$ cat src/rtl/core/ptd_pkg.sv
package ptd_pkg;

  localparam int DefTableDepth = 4096;
  localparam int DefValueWidth = 16;

  localparam int LimitWidth = 13;
  localparam logic [LimitWidth-1:0] LimitReset = 13'd4096;

  localparam int FirstPrime     = 2;
  localparam int FirstCandidate = 3;

endpackage

$ cat src/rtl/core/ptd_cell.sv
module ptd_cell #(
  parameter int VALUE_WIDTH = ptd_pkg::DefValueWidth
) (
  input  logic                   clk_i,
  input  logic                   rst_ni,
  input  logic                   valid_i,
  input  logic [VALUE_WIDTH-1:0] rem_i,
  input  logic [VALUE_WIDTH-1:0] dvd_i,
  input  logic [VALUE_WIDTH-1:0] dvs_i,
  output logic                   valid_o,
  output logic [VALUE_WIDTH-1:0] rem_o,
  output logic [VALUE_WIDTH-1:0] dvd_o,
  output logic [VALUE_WIDTH-1:0] dvs_o
);

  logic [VALUE_WIDTH:0]   trial;
  logic [VALUE_WIDTH:0]   diff;
  logic                   fits;
  logic [VALUE_WIDTH-1:0] rem_d;
  logic                   valid_q;
  logic [VALUE_WIDTH-1:0] rem_q, dvd_q, dvs_q;

  // one restoring step: bring down the next dividend bit, subtract if it fits
  assign trial = {rem_i, dvd_i[VALUE_WIDTH-1]};
  assign diff  = trial - {1'b0, dvs_i};
  assign fits  = trial >= {1'b0, dvs_i};
  assign rem_d = fits ? diff[VALUE_WIDTH-1:0] : trial[VALUE_WIDTH-1:0];

  always_ff @(posedge clk_i or negedge rst_ni) begin
    if (!rst_ni) begin
      valid_q <= 1'b0;
    end else begin
      valid_q <= valid_i;
    end
  end

  always_ff @(posedge clk_i) begin
    rem_q <= rem_d;
    dvd_q <= {dvd_i[VALUE_WIDTH-2:0], 1'b0};
    dvs_q <= dvs_i;
  end

  assign valid_o = valid_q;
  assign rem_o   = rem_q;
  assign dvd_o   = dvd_q;
  assign dvs_o   = dvs_q;

endmodule

$ cat src/rtl/core/ptd_chain.sv
module ptd_chain #(
  parameter int VALUE_WIDTH = ptd_pkg::DefValueWidth
) (
  input  logic                   clk_i,
  input  logic                   rst_ni,
  input  logic                   valid_i,
  input  logic [VALUE_WIDTH-1:0] dividend_i,
  input  logic [VALUE_WIDTH-1:0] divisor_i,
  output logic                   valid_o,
  output logic [VALUE_WIDTH-1:0] rem_o
);

  logic                   valid_w [VALUE_WIDTH+1];
  logic [VALUE_WIDTH-1:0] rem_w   [VALUE_WIDTH+1];
  logic [VALUE_WIDTH-1:0] dvd_w   [VALUE_WIDTH+1];
  logic [VALUE_WIDTH-1:0] dvs_w   [VALUE_WIDTH+1];

  assign valid_w[0] = valid_i;
  assign rem_w[0]   = '0;
  assign dvd_w[0]   = dividend_i;
  assign dvs_w[0]   = divisor_i;

  // one cell per dividend bit, msb first
  for (genvar k = 0; k < VALUE_WIDTH; k++) begin : g_cell
    ptd_cell #(
      .VALUE_WIDTH(VALUE_WIDTH)
    ) u_cell (
      .clk_i  (clk_i),
      .rst_ni (rst_ni),
      .valid_i(valid_w[k]),
      .rem_i  (rem_w[k]),
      .dvd_i  (dvd_w[k]),
      .dvs_i  (dvs_w[k]),
      .valid_o(valid_w[k+1]),
      .rem_o  (rem_w[k+1]),
      .dvd_o  (dvd_w[k+1]),
      .dvs_o  (dvs_w[k+1])
    );
  end

  assign valid_o = valid_w[VALUE_WIDTH];
  assign rem_o   = rem_w[VALUE_WIDTH];

endmodule

$ cat config.mk
export PLATFORM = sky130hd
export DESIGN_NAME = ptd_chain
export DESIGN_NICKNAME = d
export VERILOG_FILES = /design/src/rtl/core/ptd_pkg.sv /design/src/rtl/core/ptd_cell.sv /design/src/rtl/core/ptd_chain.sv
export SDC_FILE = /design/constraint.sdc
export NUM_CORES = 1
export LEC_CHECK = 0
export BUFFER_PORTS_ARGS = -buffer_cell sky130_fd_sc_hd__buf_2
export CAP_MARGIN = 20
export CORE_UTILIZATION = 45
export DETAILED_ROUTE_END_ITERATION = 8
export PLACE_DENSITY = 0.62
export SETUP_SLACK_MARGIN = 0.02
export SLEW_MARGIN = 10
export SYNTH_ARGS = -nofsm -noshare
export SYNTH_HDL_FRONTEND = slang
export SYNTH_SLANG_ARGS = --single-unit
$ cat constraint.sdc
create_clock -name clk_i -period 3.9 [get_ports clk_i]
set_input_delay 0.39 -clock clk_i [delete_from_list [all_inputs] [get_ports clk_i]]
set_output_delay 0.39 -clock clk_i [all_outputs]
set_load 0.02 [all_outputs]
=== After elaboration in Yosys (flattened, before gate mapping) ===
Index checks and enable logic that the tools add are counted.

* Bits in registers: 632
* Output and inout bits: 17
* Word-level logic and storage cells: 111

* $add $sub $neg: 16
* Magnitude comparators: 16
* Multiplexer cells: 16

{| class="wikitable"
|+ Operators by type and width
! kind !! count
|-
| >= comparator 17 x 16 -> 1 bit || 15
|-
| 2-to-1 mux 16 bit || 15
|-
| subtractor 16 bit || 15
|-
| >= comparator 1 x 16 -> 1 bit || 1
|-
| subtractor 1 x 16 -> 16 bit || 1
|-
| 2-to-1 mux 1 bit || 1
|}

=== Depth between registers and ports, before layout ===
* Depth in word-level cells: 2
* Gate-level depth with buffers: 11

=== Modules after synthesis ===
A second synthesis with hierarchy kept.

* Cells, all modules: 3401
* Area, all modules: 35853.1 um^2

{| class="wikitable"
|+ By module, submodules not included
! module !! times used !! cells each !! area an instance (um^2) !! sequential area each (um^2)
|-
| ptd_cell at g_cell[11].u_cell ... || 12 || 212 || 2255.9 || 965.9
|-
| ptd_cell at g_cell[0].u_cell ... || 4 || 214 || 2194.6 || 965.9
|-
| ptd_chain || 1 || 1 || 3.8 || 0.0
|}

=== Least setup slack after synthesis ===
No wires, ideal clock.

* Kind: reg-to-reg
* Start: register g_cell[8].u_cell.dvs_q[1]
* End: register g_cell[9].u_cell.rem_q[10]
* Setup time: 121 ps
* Data arrival time: 2611 ps
* Data required time: 3779 ps
* Setup slack: 1168 ps
* Cell stages (with the launch flop): 11
* Buffers on the path: 1
* Clock period less this slack: 2732 ps
* Cells stage by stage: dfxtp_1 -> inv_1 -> ha_1 -> nor2b_1 -> o31a_1 -> or3_1 -> a31o_2 -> a31o_4 -> a21oi_4 -> buf_12 -> mux2_4

* Longest elaborated chain between the ends: 2
* Elaborated cells between the ends (all ways): 3

{| class="wikitable"
|+ RTL lines
! what !! RTL line !! source
|-
| start, declared || ptd_cell.sv:21 || <nowiki>logic [VALUE_WIDTH-1:0] rem_q, dvd_q, dvs_q;</nowiki>
|-
| start signal, assigned || ptd_cell.sv:40 || <nowiki>dvs_q <= dvs_i;</nowiki>
|-
| subtractor 16 bit or >= comparator 17 x 16 -> 1 bit (tied branches) || ptd_cell.sv:25, ptd_cell.sv:26 ||
|-
| 2-to-1 mux 16 bit * || ptd_cell.sv:27 || <nowiki>assign rem_d = fits ? diff[VALUE_WIDTH-1:0] : trial[VALUE_WIDTH-1:0];</nowiki>
|-
| net g_cell[9].u_cell.rem_d[10] || ptd_cell.sv:19 || <nowiki>logic [VALUE_WIDTH-1:0] rem_d;</nowiki>
|-
| end signal, assigned || ptd_cell.sv:38 || <nowiki>rem_q <= rem_d;</nowiki>
|-
| end, declared || ptd_cell.sv:21 ||
|}

Mark *: on every way through the listed nets, which the timed path passes. The rest lies on a longest branch.
A chain may end at the register's enable or synchronous reset.

=== Worst setup path after layout ===
* Start: register g_cell[0].u_cell.dvs_q[1]
* End: register g_cell[1].u_cell.rem_q[1]

* Longest elaborated chain between the ends: 2
* Elaborated cells between the ends (all ways): 3

{| class="wikitable"
|+ RTL lines
! what !! RTL line
|-
| start, declared || ptd_cell.sv:21
|-
| start signal, assigned || ptd_cell.sv:40
|-
| subtractor 16 bit or >= comparator 17 x 16 -> 1 bit (tied branches) || ptd_cell.sv:25, ptd_cell.sv:26
|-
| 2-to-1 mux 16 bit * || ptd_cell.sv:27
|-
| net g_cell[1].u_cell.rem_d[1] || ptd_cell.sv:19
|-
| end signal, assigned || ptd_cell.sv:38
|-
| end, declared || ptd_cell.sv:21
|}

Marks and branches as above.

==> key figures <==
Run status
  • Status: finished clean

STA
  • Setup_tns: 0 ns
  • RSZ-0062 raised after global routing: no
  • Period utilization: 81.2%
  • Max Clock Skew: 0.0214 ns
  • Worst Tran Pin Value: 0.868 ns
  • Slew headroom: 42.2%
  • Final Slew Violations: 0
  • Hold Vio Cnt, Final: 0
  • Fmax: 316 MHz
  • # setup viols final: 0
  • Period minus WS final: 3.17 ns

Worst setup path
  • Reg-to-reg setup timing slack: 0.73 ns
  • Critical Path AT: 3.65 ns
  • Worst r2r src: g_cell[0].u_cell.dvs_o[1]
  • Setup CP Type: flip-flop to flip-flop
  • Startpoint Class: flip-flop
  • Critical Path Sink Type: flip-flop
  • R2r endpoint: g_cell[1].u_cell.rem_o[1]
  • CP max FO: 9
  • FF-to-FF path depth: 10
  • WP data required: 4.39 ns

Placement
  • Routability cong.: 0.936
  • Final HPWL from detailed placement: 47.0 mm
  • Placed inst area: 29400 sq um
  • IO buf count: 51
  • Cells after DPL: 3678

Floorplan
  • Die Height: 252 microns
  • Die W: 252 microns
  • Top Ports: 52
  • Rows: 91
  • Core box area: 61800 sq um
  • Die ar.: 63600 sq um
  • Starting Density: 45.6%

Cells and area
  • Fin util: 51.7%
  • Area Overhead vs Synth: 13.6%
  • Design Area, Final: 32000 sq um
  • Register area: 12700 sq um
  • Post-route insts no fill: 3834
  • Layout fillers: 5534
  • # diodes: 0
  • Most common cell after layout, fill and taps aside: dfxtp_1
  • Multi-input combinational cell area: 14100 sq um
  • Share of cells above drive strength 1: 13.0%
  • Most frequent cells in the layout: dfxtp_1 (616), inv_1 (300), ha_1 (242)
  • Fin nets: 3236

Clock network
  • Reg clk slew, reported paths: 0.05 ns
  • TritonCTS clock tree: built
  • Clk sinks: 632
  • Clk root buf: clkbuf_16
  • Clk buf depth: 3
  • CTS Buf Count: 68
  • Htree depth: 3
  • Skew-Pair Late Insertion Delay: 0.60 ns

Routing
  • Post-route ant nets: 0
  • DR DRC count: 0
  • Detail-routed via count per cell: 5.21
  • Detailed-route wire length per cell: 15.9 microns
  • WL final: 60.9 mm
  • DRT Pass-1 Iters: 5
  • Iter 0 DRT Violations: 1090
  • Vias: 20000

Hold path
  • Hold depth: 1
  • Hold Path End: g_cell[0].u_cell.dvs_o[1]
  • Critical hold path startpoint: divisor_i[1]
  • HP Class: input pin to flip-flop

Synthesis
  • Sequential fraction of the synthesis area: 45.2%
  • Mapped Cells: 2826
  • Async SR Flop Fraction: 2.53%
  • Ys flop type: dfxtp_1
  • Number of synthesized flops with an enable pin: 0
  • Synthesized Nets: 3118
  • Post-Syn Area: 28200 sq um
  • Post-synthesis average cell area: 9.97 sq um
  • Synth cell types: 81
  • YS warnings: 0
  • FF+latch count, synth: 632

Global routing
  • Largest net degree at the start of global routing: 28
  • Initial antenna violation count: 0
  • First-pass GRT wire length: 99.3 mm
  • Vias in the first global route: 19700
  • Global route overflow: 0
  • Total track usage: 19.3%

Power and ir drop
  • VDD IR max: 0.424 mV
  • Cell Pwr Density: 598 nW/um^2
  • Leak Pwr: 14.8 nW

Flow run
  • Max Cap Viol: 0
[how the worst max path moves through the flow]
| stage | startpoint | end | slack, ns | cells after the start |
|---|---|---|---|---|
| after global placement | g_cell[6].u_cell.dvs_o[1] | g_cell[7].u_cell.rem_o[2] | 0.80 | 9 |
| after floorplan | g_cell[8].u_cell.dvs_o[1] | g_cell[9].u_cell.rem_o[10] | 1.17 | 10 |
| after global routing | g_cell[0].u_cell.dvs_o[13] | g_cell[1].u_cell.rem_o[1] | 0.49 | 10 |
| after detailed placement | g_cell[6].u_cell.dvs_o[1] | g_cell[7].u_cell.rem_o[15] | 0.76 | 9 |
| final | g_cell[0].u_cell.dvs_o[1] | g_cell[1].u_cell.rem_o[1] | 0.73 | 10 |
| after CTS | g_cell[6].u_cell.dvs_o[1] | g_cell[7].u_cell.rem_o[15] | 0.72 | 9 |
[where the power goes]
group / switching (mW) / leakage [nW] / internal (mW)
Sequential: 0.375 / 5.34 / 7.18
Clock: 2.58 / 1.12 / 3.90
Combinational: 2.68 / 8.39 / 2.41
Total: 5.64 / 14.8 / 13.5
[sequential cells by signal, indices dropped and copies added (netlist names)]
signal,count
g_cell.u_cell.dvd_o,120
g_cell.u_cell.dvs_o,240
g_cell.u_cell.rem_o,256
g_cell.u_cell.valid_o,16
[cell type report]
type / instances / share of cell area [%]
Sequential cell: 632 / 39.8
Clock inverter: 23 / 0.817
Tap cell: 837 / 3.27
Multi-Input combinational cell: 1845 / 44.1
Inverter: 300 / 3.52
Clock buffer: 100 / 6.36
Timing Repair Buffer: 97 / 2.15
[routing by layer]
layer	track usage, %	wire length [microns]	up-vias
met3	3.08	2380	88
met5	0	0	-
met2	32.4	28500	335
met1	25.5	28700	9409
li1	-	-	10100
met4	5.51	1360	0
[synthesized netlist by cell type, types with 15 or more instances]
cell	number	area [sq um]
dfxtp_1	616	12300
inv_1	300	1130
ha_1	242	3030
a21oi_1	186	931
mux2_2	181	2040
nor2_1	179	672
o21ai_0	134	671
nand2_1	117	439
xnor2_1	99	867
a21o_1	67	503
nand3_1	58	290
xor2_1	55	482
o21a_1	48	360
nor3_1	35	175
clkbuf_1	33	124
a211oi_1	30	225
nand2b_1	27	169
nand4_1	27	169
nor2b_1	26	163
mux2i_1	24	240
o21bai_1	22	165
a31oi_1	21	131
o211ai_1	19	143
a21boi_0	18	135
o31a_1	17	149
dfrtp_1	16	400
and2_1	15	93.8
and3_1	15	93.8
fa_1	15	300
[metrics by stage]
step                      hold slack (ns)  worst slack (ns)  power, mW
final                              0.0422             0.732       19.1
after global routing              0.00613             0.495       20.3
after CTS                         0.00245             0.720       19.3
after detailed placement            0.306             0.762       12.7
after global placement              0.292             0.800       12.6
after floorplan                    0.0944              1.17       11.6
[timing repair]
action / CTS / global route
setup buffers: 0 / 0
hold endpoints to repair: 47 / 0
hold buffers: 32 / 0
resized for setup: 0 / 0
[worst max-delay path, stage by stage, from the launching register on]
cell     delay, ns
dfxtp_1       0.32
inv_1         0.07
ha_1          0.32
nor2b_1       0.15
o31a_1        0.27
o31ai_1       0.39
a31o_2        0.26
a21oi_1       0.14
a31oi_2       0.49
buf_4         0.29
mux2_2        0.35
[logic make-up (layout without fill, tap and decap cells)]
family	Yosys count	after routing	share of synthesized area, %
adder cells (fa/ha/maj)	257	257	11.8
XOR/XNOR	154	154	4.79
flip-flops	632	632	45.2
AND/OR/NAND/NOR	562	562	9.70
multiplexers	213	213	8.51
AO/OA/AOI/OAI	659	659	15.2
buffers and inverters	349	520	4.83
No activity file was read; power rests on OpenSTA's default activity.
